<file path="src/hw/rtl/pbcd_pkg.sv">
// Shared types, constants and digit helpers for the packed BCD converter.
package pbcd_pkg;

	localparam int BIN_W     = 32;
	localparam int BCD_W     = 40;
	localparam int BCD_BYTES = BCD_W / 8;
	localparam int NIB_W     = 4;
	localparam int DIGITS    = BCD_W / NIB_W;
	localparam int ENC_STEPS = BIN_W;
	localparam int DEC_STEPS = DIGITS;
	localparam int STEP_W    = $clog2(ENC_STEPS);
	localparam int CNT_W     = 3;

	typedef enum logic [1:0] {
		ST_IDLE,
		ST_ENC,
		ST_DEC,
		ST_DONE
	} pbcd_state_t;

	typedef struct packed {
		logic             func;
		logic [CNT_W-1:0] num_bytes;
		logic [BIN_W-1:0] binary_in;
		logic [BCD_W-1:0] bcd_in;
	} pbcd_req_t;

	typedef struct packed {
		logic [BCD_W-1:0] bcd_out;
		logic [BIN_W-1:0] binary_out;
	} pbcd_res_t;

	// Keep the lowest cnt bytes.
	function automatic logic [BCD_W-1:0] byte_mask(input logic [CNT_W-1:0] cnt);
		logic [BCD_W-1:0] m;
		m = '0;
		for (int k = 0; k < BCD_BYTES; k++) begin
			if (k < int'(cnt)) begin
				m[8*k +: 8] = 8'hFF;
			end
		end
		return m;
	endfunction

	// Double-dabble correction: add three to every digit of five or more.
	function automatic logic [BCD_W-1:0] add3(input logic [BCD_W-1:0] v);
		logic [BCD_W-1:0] r;
		r = v;
		for (int d = 0; d < DIGITS; d++) begin
			if (v[NIB_W*d +: NIB_W] >= 4'd5) begin
				r[NIB_W*d +: NIB_W] = v[NIB_W*d +: NIB_W] + 4'd3;
			end
		end
		return r;
	endfunction

endpackage

</file>
<file path="src/hw/rtl/pbcd_serial.sv">
// Bit-serial binary to BCD encoder and nibble-serial BCD to binary decoder.
module pbcd_serial #(
	parameter int MAX_BCD_BYTES = 5
) (
	input  logic                  clk,
	input  logic                  arst_n,
	input  logic                  in_valid,
	output logic                  in_ready,
	input  pbcd_pkg::pbcd_req_t   req,
	output logic                  res_valid,
	input  logic                  res_ready,
	output pbcd_pkg::pbcd_res_t   res
);
	import pbcd_pkg::*;

	pbcd_state_t       state_q, state_d;
	logic [STEP_W-1:0] step_q;
	logic              func_q;
	logic [CNT_W-1:0]  cnt_q;
	logic [CNT_W-1:0]  cnt_eff;
	logic [BIN_W-1:0]  sh_q;
	logic [BCD_W-1:0]  bcd_q;
	logic [BCD_W-1:0]  bcd_adj;
	logic              load;
	logic              step_en;

	// Saturate the byte count at the configured maximum.
	assign cnt_eff = (int'(req.num_bytes) > MAX_BCD_BYTES) ? CNT_W'(MAX_BCD_BYTES)
	                                                      : req.num_bytes;

	always_ff @(posedge clk or negedge arst_n) begin
		if (!arst_n) begin
			state_q <= ST_IDLE;
			step_q  <= '0;
		end else begin
			state_q <= state_d;
			if (load) begin
				step_q <= '0;
			end else if (step_en) begin
				step_q <= step_q + 1'b1;
			end
		end
	end

	always_comb begin
		state_d   = state_q;
		in_ready  = 1'b0;
		res_valid = 1'b0;
		load      = 1'b0;
		step_en   = 1'b0;
		case (state_q)
			ST_IDLE: begin
				in_ready = 1'b1;
				if (in_valid) begin
					load    = 1'b1;
					state_d = req.func ? ST_DEC : ST_ENC;
				end
			end
			ST_ENC: begin
				step_en = 1'b1;
				if (step_q == STEP_W'(ENC_STEPS - 1)) begin
					state_d = ST_DONE;
				end
			end
			ST_DEC: begin
				step_en = 1'b1;
				if (step_q == STEP_W'(DEC_STEPS - 1)) begin
					state_d = ST_DONE;
				end
			end
			ST_DONE: begin
				res_valid = 1'b1;
				if (res_ready) begin
					state_d = ST_IDLE;
				end
			end
			default: begin
				state_d = ST_IDLE;
			end
		endcase
	end

	assign bcd_adj = add3(bcd_q);

	always_ff @(posedge clk) begin
		if (load) begin
			func_q <= req.func;
			cnt_q  <= cnt_eff;
			if (req.func) begin
				sh_q  <= '0;
				// Unused bytes become leading zeros and add nothing.
				bcd_q <= req.bcd_in & byte_mask(cnt_eff);
			end else begin
				sh_q  <= req.binary_in;
				bcd_q <= '0;
			end
		end else if (step_en) begin
			if (func_q) begin
				// acc = acc * 10 + next nibble, most significant first
				sh_q  <= (sh_q << 3) + (sh_q << 1)
				         + {{(BIN_W-NIB_W){1'b0}}, bcd_q[BCD_W-1 -: NIB_W]};
				bcd_q <= bcd_q << NIB_W;
			end else begin
				bcd_q <= {bcd_adj[BCD_W-2:0], sh_q[BIN_W-1]};
				sh_q  <= sh_q << 1;
			end
		end
	end

	assign res.binary_out = func_q ? sh_q : '0;
	assign res.bcd_out    = func_q ? '0 : (bcd_q & byte_mask(cnt_q));

endmodule

</file>
<file path="src/hw/rtl/packed_bcd_binary_converter.sv">
// Two-way binary / packed BCD converter: accepts one word, runs serially, returns one word.
// Binary to BCD runs shift-and-add-three, one binary bit per cycle.
// BCD to binary takes one nibble per cycle through a times-ten accumulator.
// From accept, a result passes the encode or decode state, the done state and the output
// register to m_axis_tvalid; a new word is taken only once the last has left the done state.
// arst_n clears the sequencer and the output valid; data registers are not reset.
module packed_bcd_binary_converter #(
	parameter int MAX_BCD_BYTES = 5
) (
	input  logic        clk,
	input  logic        arst_n,
	input  logic        s_axis_tvalid,
	output logic        s_axis_tready,
	input  logic [79:0] s_axis_tdata,  // num_bytes[2:0], binary_in[34:3], bcd_in[74:35], zero
	input  logic [0:0]  s_axis_tuser,  // func[0]
	output logic        m_axis_tvalid,
	input  logic        m_axis_tready,
	output logic [71:0] m_axis_tdata   // binary_out[31:0], bcd_out[71:32]
);
	import pbcd_pkg::*;

	pbcd_req_t req;
	pbcd_res_t res;
	pbcd_res_t m_res_q;
	logic      res_valid;
	logic      res_ready;
	logic      m_valid_q;

	assign req.func      = s_axis_tuser[0];
	assign req.num_bytes = s_axis_tdata[CNT_W-1:0];
	assign req.binary_in = s_axis_tdata[CNT_W +: BIN_W];
	assign req.bcd_in    = s_axis_tdata[CNT_W+BIN_W +: BCD_W];

	pbcd_serial #(
		.MAX_BCD_BYTES(MAX_BCD_BYTES)
	) u_serial (
		.clk      (clk),
		.arst_n   (arst_n),
		.in_valid (s_axis_tvalid),
		.in_ready (s_axis_tready),
		.req      (req),
		.res_valid(res_valid),
		.res_ready(res_ready),
		.res      (res)
	);

	// Output register: take a new word when empty or being drained.
	assign res_ready = !m_valid_q || m_axis_tready;

	always_ff @(posedge clk or negedge arst_n) begin
		if (!arst_n) begin
			m_valid_q <= 1'b0;
		end else if (res_valid && res_ready) begin
			m_valid_q <= 1'b1;
		end else if (m_axis_tready) begin
			m_valid_q <= 1'b0;
		end
	end

	always_ff @(posedge clk) begin
		if (res_valid && res_ready) begin
			m_res_q <= res;
		end
	end

	assign m_axis_tvalid = m_valid_q;
	assign m_axis_tdata  = {m_res_q.bcd_out, m_res_q.binary_out};

endmodule
</file>
<file path="config.mk">
export PLATFORM = sky130hd
export DESIGN_NAME = packed_bcd_binary_converter
export DESIGN_NICKNAME = d
export VERILOG_FILES = /design/src/hw/rtl/pbcd_pkg.sv /design/src/hw/rtl/pbcd_serial.sv /design/src/hw/rtl/packed_bcd_binary_converter.sv
export SDC_FILE = /design/constraint.sdc
export NUM_CORES = 1
export LEC_CHECK = 0
export ABC_AREA = 1
export BUFFER_PORTS_ARGS = -buffer_cell sky130_fd_sc_hd__clkbuf_2
export CAP_MARGIN = 20
export CORE_MARGIN = 2
export CORE_UTILIZATION = 42
export CTS_CLUSTER_SIZE = 24
export DETAILED_ROUTE_END_ITERATION = 7
export SLEW_MARGIN = 20
export SYNTH_ARGS = -nofsm -noshare
export SYNTH_HDL_FRONTEND = slang
export SYNTH_SLANG_ARGS = --single-unit
</file>
<file path="constraint.sdc">
create_clock -name clk -period 6.1 [get_ports clk]
set_clock_uncertainty 0.15 [all_clocks]
set_input_delay 0.305 -clock clk [delete_from_list [all_inputs] [get_ports clk]]
set_output_delay 0.305 -clock clk [all_outputs]
set_load 0.03 [all_outputs]
</file>
* After elaboration in Yosys (flattened, before gate mapping)
Cells that the tools add are included.
** Cells by class
- $add $sub $neg :: 13
- Magnitude comparators :: 21
- Equality and inequality tests :: 9
- Mux-type cells :: 54
- Bitwise operators :: 2
- Reduce and logical (&&, ||, !) cells :: 8
** Operator list (count)
- $mux W40 :: 4
- $mux W8 :: 20
- $mux W32 :: 4
- $and A40 B40 Y40 :: 2
- $ge A4 B3 Y1 const B :: 10
- $add A4 B2 Y4 const B :: 9
- $mux W4 :: 9
- $add A32 B32 Y32 :: 1
- $add A32 B4 Y32 :: 1
- $lt A1 B3 Y1 const A :: 4
- $lt A2 B3 Y1 const A :: 4
- $mux W2 :: 5
- $mux W5 :: 2
- $pmux W2 S4 :: 1
- $mux W1 :: 7
- $lt A3 B3 Y1 const A :: 2
- $mux W3 :: 2
- $add A5 B1 Y5 const B :: 1
- $eq A5 B4 Y1 const B :: 1
- $eq A5 B5 Y1 const B :: 1
- $eq A2 B2 Y1 const B :: 2
- $ne A2 B1 Y1 const B :: 2
- $ne A2 B2 Y1 const B :: 2
- $reduce_and A4 Y1 :: 1
- 9 further kinds :: 10
** Storage, ports and cells
- Register bits after elaboration :: 156
- Input bits :: 85
- Output and inout bits :: 74
- Word-level logic and storage cells :: 116

* Logic depth before layout (Yosys ltp)
Gate-level depths: netlist (run 1).
- Depth after elaboration :: 9
- Depth in mapped cells :: 16
- Mapped depth without buffers :: 16

* Cells and area by module
From an unflattened synthesis (run 1), not the netlist that was laid out.
** Unflattened totals
- Cell total of the unflattened synthesis :: 1272
- Area total of the unflattened synthesis :: 10359.9 um^2
** Modules (own cells, without submodules)
- pbcd_serial :: instances 1, cells an instance 1194, area an instance 8152.8 um^2, sequential area each 2457.4 um^2
- packed_bcd_binary_converter :: instances 1, cells an instance 78, area an instance 2207.1 um^2, sequential area each 2187.1 um^2

* Worst setup path after synthesis (run 1)
No wires, ideal clock.
- Path type :: register -> register
- Start point :: register m_valid_q (netlist: m_axis_tvalid)
- End point :: register m_res_q (netlist bit m_axis_tdata[0]), enable pin
- Setup time :: 0.526 ns
- Data arrival time :: 4.058 ns
- Required time :: 5.424 ns
- Path slack :: 1.366 ns
- Stages on the path, launching flop included :: 2
- Path buffers :: 0
- Period minus slack after synthesis :: 4.734 ns
- Cells stage by stage :: dfrtp_1 -> a21oi_1
** Between the ends
- Word-level cells in the longest chain between the ends :: 3
** RTL lines
- start: declaration :: line packed_bcd_binary_converter.sv:27 : logic m_valid_q;
- start signal: assignment :: line packed_bcd_binary_converter.sv:52 : m_valid_q <= 1'b0;
- start signal: assignment :: line packed_bcd_binary_converter.sv:54 : m_valid_q <= 1'b1;
- start signal: assignment :: line packed_bcd_binary_converter.sv:56 : m_valid_q <= 1'b0;
- $logic_not A1 Y1 :: line packed_bcd_binary_converter.sv:48 : assign res_ready = !m_valid_q || m_axis_tready;
- $logic_or A1 B1 Y1 :: line packed_bcd_binary_converter.sv:48
- $logic_and A1 B1 Y1 :: line packed_bcd_binary_converter.sv:61 : if (res_valid && res_ready) begin
- end signal: assignment :: line packed_bcd_binary_converter.sv:62 : m_res_q <= res;
- end: declaration :: line packed_bcd_binary_converter.sv:24 : pbcd_res_t m_res_q;
Every way passes these cells.
A chain may end at the register's enable or synchronous reset.

* Final worst setup path (run 1)
- Start point :: register u_serial.state_q[0]
- End point :: register u_serial.sh_q[7] (data pin)
** Between the ends
- Word-level cells in the longest chain between the ends :: 3
** RTL lines
- start: declaration :: line pbcd_serial.sv:16 : pbcd_state_t state_q, state_d;
- start signal: assignment :: line pbcd_serial.sv:36 : state_q <= state_d;
- $logic_not A2 Y1 :: line pbcd_serial.sv:51 : case (state_q)
- $mux W1 :: line pbcd_serial.sv:51
- $mux W32 :: line pbcd_serial.sv:86 : if (load) begin
- end signal: assignment :: line pbcd_serial.sv:94 : sh_q <= req.binary_in;
- end signal: assignment :: line pbcd_serial.sv:100 : sh_q <= (sh_q << 3) + (sh_q << 1)
- end signal: assignment :: line pbcd_serial.sv:105 : sh_q <= sh_q << 1;
- end: declaration :: line pbcd_serial.sv:21 : logic [BIN_W-1:0] sh_q;
Every way passes these cells.

==> out/metrics.cfg, run 1 <==
[grt]
gr-usage-all-layers_pct = 20.79
grt-ovfl-total = 0
grt_first_pass_wirelength_mm = 42.78
first_global_vias = 8396
grt_antenna_before_repair = 1
pin_count_of_the_biggest_net_entering_global_routing = 74

[final_layout]
top_library_cells_by_usage_in_the_layout_fill_and_taps_aside = 346 x nand2_1, 197 x inv_1, 153 x clkbuf_2
fraction_of_final_layout_cells_sized_beyond_drive_strength_1_pct = 15.46
fin_util_pct = 50.54
layout_overhead_on_the_synthesized_area_pct = 18.47
finalNetCount = 1601
num-fill-cells = 2392
mostFrequentLayoutCell = nand2_1

[routing]
dr.pass1.iters = 8
drcViolationCount = 5
wl_mm = 26.32
drt.antenna.violating_nets = 0
iteration_0_drc_markers = 509
vias_per_cell = 4.965
vias = 8774
wl_per_cell_microns = 14.90

[timing]
final.min_clock_period_ns = 3.389
number_of_hold_violations_in_the_final_report = 0
slew_violations = 0
tns_ns = 0
fin_crit_sh_pct = 55.55
slew_limit_headroom_pct = 48.13
grt_setup_unrepaired = false
setup_viol_count_final = 0
fmax_ghz = 0.2951
worstMarginPinSlew_ns = 0.7772
worst_hold_slack_ns = 0.01496

[logic_synthesis]
post_synth.cell_area_avg_sq_um = 8.204
async_reset_ff_share_pct = 5.128
yosys_warnings = 0
synth_sequential_area_ratio_pct = 44.90
synth_seq_cells = 156
synth_enable_flop_cells = 148
synth_nets = 1433
syn-cell-area_sq_um = 10340
syn-instance-count = 1261
yosys_most_used_dff = edfxtp_1
synth.distinct_cells = 47

[floorplanning]
fp-row-count = 57
floorplan.initialDensity_pct = 42.66
floorplan.die.height_microns = 160.9
chipWidth_microns = 160.9
coreArea_sq_um = 24250
io-pin-count = 159
die-area_sq_um = 25900

[setup_path]
crit_type = flop to flop
ff2ff_setup_slack_ns = 2.71
arrival_time_worst_endpoint_ns = 3.53
worst_setup_path_end_kind = flop
worst_r2r_startpoint = u_serial.state_q[0]
cp_max_fo = 28
critical_path.startpoint_type = flop
cp.required_ns = 6.24
critPathLaunch = u_serial.state_q[0]
reg2regPathDepth = 9
reg2reg_to = u_serial.sh_q[7]

[run_status]
failed_checks = DRC
outcome = complete, but fails checks

[worst_hold_path]
whs_endpoint = u_serial.sh_q[12]
hold_depth = 3
hp-class = input pin to flop
hp-start = s_axis_tdata[15]

[cts]
h-tree-depth = 4
cts_resized = 0
cts.path.max_buffers = 2
cts_made_buffers = 17
clk_root_buffer_cell = clkbuf_16
cts.clk_slew.worst_paths_ns = 0.07
clock_latency_ns = 0.43
tritoncts = yes
clkSinkCount = 156

[power]
max-vdd-ir-drop_mv = 0.3406
p_leak_uw = 0.005994
pd_cells_nw_per_um2 = 656.7
totalPowerFinal_uw = 8049

[placed_design]
place_congestion = 0.8966
port-buffer-count = 153
post-dp-hpwl_mm = 19.29

[run]
max_cap_viol_count = 0

==> timing repair <==
item / 4_1_cts / 5_1_grt
hold buffers: 16 / 0
buffers inserted: 0 / 0
endpoints found under the hold margin: 23 / 0
==> how the worst max path moves through the flow <==
| stage | to |
|---|---|
| finish | u_serial.sh_q[7] |
| global route | u_serial.sh_q[10] |
| CTS | u_serial.sh_q[9] |
| detailed placement | u_serial.sh_q[9] |
| global placement | u_serial.sh_q[9] |
| floorplan | m_axis_tdata[0] |
==> area by class of cell <==
| class | count | area (sq um) | area share [%] |
|---|---|---|---|
| inverters | 204 | 767.0 | 6.258 |
| well taps | 324 | 405.4 | 3.308 |
| clock buffers | 19 | 432.9 | 3.532 |
| multi-input cells | 873 | 4822 | 39.35 |
| flip-flops and latches | 156 | 4644 | 37.90 |
| diodes | 1 | 2.502 | 0.02042 |
| clock inverters | 13 | 155.1 | 1.266 |
| repair buffers | 177 | 1026 | 8.372 |
==> state kept, by name, summed over array words and instances (netlist names) <==
signal / cells
u_serial.state_q: 2
u_serial.cnt_q: 3
m_axis_tvalid: 1
m_axis_tdata: 72
u_serial.bcd_q: 40
u_serial.step_q: 5
u_serial.func_q: 1
u_serial.sh_q: 32
==> logic make-up after synthesis <==
family	after synthesis	share of synthesized area, %
XOR/XNOR	22	1.863
flip-flops	156	44.90
adder cells (fa/ha/maj)	87	10.67
buffers and inverters	232	8.672
AO/OA/AOI/OAI	169	9.749
AND/OR/NAND/NOR	595	24.15
==> worst max-delay path: stages, from the launching register on <==
cell and delay (ns):
dfrtp_1 0.38, inv_1 0.09, ha_1 0.28, nand2_2 0.41
inv_2 0.38, nor2_2 0.69, inv_2 0.47, a21oi_1 0.22
o21ai_0 0.10, nand3_1 0.07
==> synth_stat cells (all sizes together) (2+ instances only) <==
| cell type | instances | area (sq um) |
|---|---|---|
| a21boi | 3 | 22.52 |
| a21oi | 42 | 210.2 |
| a22oi | 10 | 75.07 |
| a32o | 5 | 50.05 |
| and2 | 3 | 18.77 |
| buf | 20 | 100.1 |
| clkbuf | 8 | 30.03 |
| dfrtp | 8 | 200.2 |
| edfxtp | 148 | 4444 |
| fa | 2 | 40.04 |
| ha | 85 | 1064 |
| inv | 203 | 762.0 |
| nand2 | 353 | 1340 |
| nand3 | 79 | 420.4 |
| nand4 | 4 | 25.02 |
| nor2 | 108 | 441.7 |
| nor3 | 39 | 195.2 |
| o211ai | 19 | 142.6 |
| o21ai | 71 | 355.3 |
| o21bai | 3 | 22.52 |
| o221ai | 6 | 52.55 |
| o31ai | 2 | 15.01 |
| or2 | 7 | 43.79 |
| xor2 | 21 | 183.9 |
==> report_power, final <==
group	internal [uW]	leakage (uW)	switching [uW]
combinational	1600	0.00417	3160
sequential	1880	0.00154	314
clock	616	0.000283	478
total	4100	0.00599	3950
==> routing by layer <==
| metal | GRT usage (%) | vias to the layer above | routed length, microns |
|---|---|---|---|
| met3 | 2.867 | 36 | 1242 |
| met2 | 33.53 | 214 | 11610 |
| met5 | 0 | - | 0 |
| li1 | - | 4515 | - |
| met1 | 29.18 | 4009 | 12900 |
| met4 | 6.331 | 0 | 565 |
==> metrics by stage <==
step | instance area (sq um) | setup slack [ns] | std cells
2_1_floorplan | 10340 | 1.366 | 1261
3_3_place_gp | 11450 | 2.785 | 1716
3_5_place_dp | 11450 | 2.739 | 1716
4_1_cts | 12200 | 2.715 | 1764
5_1_grt | 12260 | 2.471 | 1767
6_report | 12260 | 2.711 | 1767
Power figures use the tool's default switching activity.
==> inputs of run 2 (changes only) <==
==> constraint.sdc (replaced) <==
create_clock -name clk -period 2.95 [get_ports clk]
set_clock_uncertainty 0.15 [all_clocks]
set_input_delay 0.1475 -clock clk [delete_from_list [all_inputs] [get_ports clk]]
set_output_delay 0.1475 -clock clk [all_outputs]
set_load 0.03 [all_outputs]
==> run 2 against run 1 <==
Effect of this change: the flow now finishes without violations; maximum frequency rose by 22%; critical path type unchanged; first-iteration DRC count grew 36%; worst setup slack worse by 2.5 ns; via count is 3.4% higher; non-clock buffer count increased by 72; cell count is 4.0% higher; sequential cell count did not move; total power grew 110%; critical endpoint is now u_serial.sh_q[30]; register-to-register slack got worse by 2.5 ns; routed wire length grew 3.7%; final area grew 5.7%.
==> out/metrics.cfg, run 2 (same netlist as run 1, synthesis figures left out) <==
[power]
p_leak_uw = 0.006295
max-vdd-ir-drop_mv = 0.5577
totalPowerFinal_uw = 16840
pd_cells_nw_per_um2 = 1300

[setup_path]
critical_path.startpoint_type = flop
arrival_time_worst_endpoint_ns = 2.81
cp_max_fo = 4
cp.required_ns = 2.99
worst_setup_path_end_kind = flop
crit_type = flop to flop

[floorplanning]
io-pin-count = 159
coreArea_sq_um = 24250
chipWidth_microns = 160.9
floorplan.initialDensity_pct = 42.66
die-area_sq_um = 25900
floorplan.die.height_microns = 160.9
fp-row-count = 57

[routing]
wl_mm = 27.30
wl_per_cell_microns = 14.85
met3WireLength_mm = 1.505
iteration_0_drc_markers = 692
drt.antenna.violating_nets = 0
dr.pass1.iters = 5
drcViolationCount = 0
vias_per_cell = 4.937
vias = 9074
route.top_layer_used = met4
detailroute.wirelength.met2_mm = 12.11
wl_met1_mm = 13.09

[final_layout]
finalNetCount = 1673
area.sequential_sq_um = 4644
fraction_of_final_layout_cells_sized_beyond_drive_strength_1_pct = 15.98
mostFrequentLayoutCell = nand2_1
largest_register_ff_count = 72
num-fill-cells = 2293
post-route-cell-area_sq_um = 12950
top_library_cells_by_usage_in_the_layout_fill_and_taps_aside = 342 x nand2_1, 196 x inv_1, 153 x clkbuf_2
layout_overhead_on_the_synthesized_area_pct = 25.23
antenna_cells_inserted = 0
multi_input_comb_area_sq_um = 4845

[run]
max_cap_viol_count = 0

[cts]
clk_root_buffer_cell = clkbuf_16
cts_made_buffers = 17
clock_latency_ns = 0.43
cts.path.max_buffers = 2
tritoncts = yes
h-tree-depth = 4
clkSinkCount = 156
cts.clk_slew.worst_paths_ns = 0.07

[timing]
final.min_clock_period_ns = 2.779
fmax_ghz = 0.3598
setup_viol_count_final = 0
slew_violations = 0
fin_crit_sh_pct = 94.21
worst_hold_slack_ns = 0.03588
worstMarginPinSlew_ns = 0.9360
number_of_hold_violations_in_the_final_report = 0
tns_ns = 0
slew_limit_headroom_pct = 37.60

[grt]
grt_antenna_before_repair = 0
pin_count_of_the_biggest_net_entering_global_routing = 90
first_global_vias = 8752
grt-ovfl-total = 0
gr-usage-all-layers_pct = 21.39
grt_first_pass_wirelength_mm = 44.07

[worst_hold_path]
hp-class = input pin to flop

[placed_design]
port-buffer-count = 153
placed_cell_area_sq_um = 11530
place_congestion = 0.9318
post-dp-hpwl_mm = 19.67

[run_status]
outcome = finished clean

[run 2: routing by layer]
metal  track usage (%)  vias to the layer above
met5                 0                        -
met4             6.494                        0
met3             3.125                       39
met2             34.18                      274
met1             30.19                     4109
li1                  -                     4652
[run 2: path summary, 6_finish.rpt]
| path | slack [ns] | startpoint | end | cells past startpoint |
|---|---|---|---|---|
| setup / recovery | 0.17 | u_serial.sh_q[2] | u_serial.sh_q[30] | 13 |
| hold / removal | 0.04 | s_axis_tdata[0] | u_serial.cnt_q[0] | 3 |
| setup reg to reg | 0.17 | u_serial.sh_q[2] | u_serial.sh_q[30] | 13 |
| hold reg to reg | 0.43 | u_serial.step_q[4] | u_serial.step_q[4] | 2 |
| max in group asynchronous | 1.81 | arst_n | u_serial.step_q[0] | 3 |
| min in group asynchronous | 0.55 | arst_n | m_axis_tvalid | 3 |
[run 2: area by class of cell]
cell class	count	area share, %
clock inverter	14	1.217
clock buffer	18	3.313
multi-input combinational	873	37.40
tap	324	3.129
sequential	156	35.85
inverter	204	5.920
timing repair buffer	249	13.17
[run 2: power by group]
group          leakage, uW  switching (uW)  internal [uW]
logic              0.00447            6620           3450
registers          0.00154             657           3900
clock network     0.000282            1010           1200
[run 2: repair_timing]
| action | in CTS | in global routing |
|---|---|---|
| hold buffers | 78 | 0 |
| endpoints found under the hold margin | 84 | 0 |
| endpoints found under the setup margin | 0 | 24 |
| setup buffers | 0 | 4 |
| gates resized for setup | 0 | 11 |
[run 2: through the flow]
step | setup WS [ns] | util, % | cells
6_report | 0.1707 | 53.43 | 1838
5_1_grt | -0.02426 | 53.43 | 1838
4_1_cts | 0.05992 | 53.19 | 1834
3_5_place_dp | 0.07520 | 47.55 | 1724
3_3_place_gp | 0.1184 | 47.55 | 1724
2_1_floorplan | 0.2142 | - | 1261
[run 2: worst max-delay path, cell delays in order, from the launching register on]
cell and delay [ns]:
edfxtp_1 0.40, inv_2 0.07, fa_1 0.54, fa_2 0.43, inv_1 0.10, nand3_1 0.09, nand3_2 0.13, nand3_1 0.10
nand3_2 0.14, nand2_1 0.09, nand3_1 0.09, nand3_1 0.08, nand2_1 0.11, nand2_1 0.05
==> inputs of run 3 (changes only) <==
--- a/config.mk
+++ b/config.mk
@@ -12,6 +12,7 @@
 export CORE_UTILIZATION = 42
 export CTS_CLUSTER_SIZE = 24
 export DETAILED_ROUTE_END_ITERATION = 7
+export REMOVE_ABC_BUFFERS = 1
 export SLEW_MARGIN = 20
 export SYNTH_ARGS = -nofsm -noshare
 export SYNTH_HDL_FRONTEND = slang
==> run 3 against run 2 <==
Effect of this change: total power is 1.1% lower; clock power is 6% lower; core utilization is 0.27 points lower; routed wire length is 1.1% higher; sequential cell count stayed put; combinational power hardly changed; first-iteration DRC count is 20% lower; die area stayed put; register-to-register slack hardly changed.
==> out/metrics.cfg, run 3 (same netlist as run 1, synthesis figures left out) <==
[run_status]
outcome = finished clean

[routing]
wl_per_cell_microns = 15.03
drt.antenna.violating_nets = 0
vias = 9023
iteration_0_drc_markers = 552
dr.pass1.iters = 5
wl_mm = 27.60
drcViolationCount = 0
vias_per_cell = 4.914

[power]
swShare_pct = 49.68
p_leak_uw = 0.006263
power_report.internal_total_uw = 8380
pd_cells_nw_per_um2 = 1292
max-vdd-ir-drop_mv = 0.6502
p_clk_share_pct = 12.5
sequentialPowerShare_pct = 27.4
power_frac_comb_pct = 60.1
switchingPower_uw = 8272

[floorplanning]
fp-row-count = 57
floorplan.initialDensity_pct = 42.66
chipWidth_microns = 160.9
coreArea_sq_um = 24250
die-area_sq_um = 25900
io-pin-count = 159
floorplan.die.height_microns = 160.9

[setup_path]
worst_setup_path_end_kind = flop
critical_path.startpoint_type = flop
cp_top_family = simple AND/OR/NAND/NOR gates
timing.critical_path.mode_cell = nand2_1
path_cells = inv_1, fa_1, inv_1, ha_1, nand2_1, nor2_2, nand2_1, nand3_2, nand2_1, nand2_2, nand2_1, nand3_1, nand3_1, nand2_1, nand2_1
endpoint = u_serial.sh_q[23]
cpMaxStageDelayCell = fa_1
worst_r2r_startpoint = u_serial.sh_q[0]
crit_cells = 15
reg2reg_to = u_serial.sh_q[23]
critPathLaunch = u_serial.sh_q[0]
crit_type = flop to flop
worst_path_max_stage_delay_ns = 0.57
reg2regPathDepth = 15
cp_max_fo = 3
worst-path-buf-inv = 2
arrival_time_worst_endpoint_ns = 2.84
cp.required_ns = 2.99
ff2ff_setup_slack_ns = 0.16

[cts]
cts_made_buffers = 17
h-tree-depth = 4
clock_latency_ns = 0.44
tritoncts = yes
clkSinkCount = 156
cts.path.max_buffers = 2
cts.clk_slew.worst_paths_ns = 0.07
clk_root_buffer_cell = clkbuf_16

[final_layout]
multi_input_comb_area_sq_um = 4837
num-fill-cells = 2311
final-instance-count-excl-fill = 1836
layout_overhead_on_the_synthesized_area_pct = 24.59
fin_util_pct = 53.15
fraction_of_final_layout_cells_sized_beyond_drive_strength_1_pct = 15.67
finalNetCount = 1671
top_library_cells_by_usage_in_the_layout_fill_and_taps_aside = 344 x nand2_1, 196 x inv_1, 153 x clkbuf_2
largest_register_ff_count = 72
mostFrequentLayoutCell = nand2_1
antenna_cells_inserted = 0
area.sequential_sq_um = 4644

[timing]
slew_limit_headroom_pct = 50.82
fin_crit_sh_pct = 94.60
final.min_clock_period_ns = 2.791
worstMarginPinSlew_ns = 0.7328
setup_viol_count_final = 0
fmax_ghz = 0.3583
grt_setup_unrepaired = true
slew_violations = 0
number_of_hold_violations_in_the_final_report = 0

[grt]
grt_use_met2_pct = 37.01
grt-ovfl-total = 0
first_global_vias = 8770
grt_antenna_before_repair = 0
busiest_layer = met2
grt_first_pass_wirelength_mm = 44.28
global_route.usage.met1_pct = 28.87
pin_count_of_the_biggest_net_entering_global_routing = 73
gr-usage-all-layers_pct = 21.74
gr-usage-met3_pct = 2.583

[placed_design]
place_congestion = 0.9006
post-dp-hpwl_mm = 19.38
placed_cells_incl_taps = 1724
port-buffer-count = 153

[worst_hold_path]
hp-class = input pin to flop
hold_depth = 3

[run]
max_cap_viol_count = 0

==> run 3: cell count changes in the layout (fill, tap and decap cells not counted) <==
| cell | change |
|---|---|
| nand2_1 | +2 |
| o21ai_0 | +1 |
| ha_1 | +1 |
| bufinv_16 | -1 |
| buf_4 | -3 |
| dlygate4sd3_1 | +1 |
| clkinv_2 | +3 |
| o21ai_1 | -1 |
| clkbuf_1 | -1 |
| ha_2 | -1 |
| clkinv_8 | -2 |
| nand2_2 | -2 |
| clkinv_4 | -2 |
| clkinvlp_4 | +3 |
==> run 3: layout make-up <==
cell class	count	share of cell area (%)
tap	324	3.145
clock inverter	15	0.8931
sequential	156	36.04
multi-input combinational	873	37.53
clock buffer	17	3.301
inverter	204	5.951
timing repair buffer	247	13.14
==> run 3: worst min-delay path by stage <==
stage	endpoint	slack [ns]	start
2_1_floorplan	m_axis_tvalid	-0.30	arst_n
3_3_place_gp	m_axis_tvalid	-0.14	arst_n
3_5_place_dp	m_axis_tvalid	-0.14	arst_n
4_1_cts	u_serial.func_q	0.006	s_axis_tvalid
5_1_grt	u_serial.func_q	0.04	s_axis_tvalid
6_report	u_serial.func_q	0.03	s_axis_tvalid
==> run 3: power groups by stage <==
stage,Sequential (uW),Combinational (uW),Clock [uW]
floorplan,4890,6850,0
global placement,4600,9720,0
detailed placement,4600,9820,0
CTS,4560,9980,2110
global route,4670,11500,2200
finish,4570,10000,2080
==> run 3: per-stage QoR <==
stage	setup TNS [ns]	setup slack, ns	cell area (sq um)	hold WS [ns]	total power, uW
after global routing	-0.005238	-0.005238	12890	0.04368	18320
after global placement	0	0.08356	11530	-0.1402	14310
after detailed placement	0	0.07108	11530	-0.1426	14410
final	0	0.1593	12890	0.02961	16650
after floorplan	-186.43	-1.784	10210	-0.2981	11740
after CTS	0	0.06185	12860	0.006236	16650
==> run 3: repair_timing <==
item | 4_1_cts | 5_1_grt
setup buffers | 0 | 1
setup endpoints to repair | 0 | 14
hold endpoints to repair | 86 | 0
resized for setup | 0 | 7
hold buffers | 79 | 0
==> run 3: layer usage <==
metal  wire length, microns  up-vias
met5                      0        -
met4                    614        0
met3                   1009       41
met2                  13320      200
met1                  12660     4119
li1                       -     4663
==> run 3: worst register-to-register path: stages (launching register included) <==
cell	delay (ns)
edfxtp_1	0.37
inv_1	0.09
fa_1	0.57
inv_1	0.06
ha_1	0.29
nand2_1	0.06
nor2_2	0.13
nand2_1	0.07
nand3_2	0.10
nand2_1	0.07
nand2_2	0.13
nand2_1	0.08
nand3_1	0.08
nand3_1	0.13
nand2_1	0.13
nand2_1	0.05
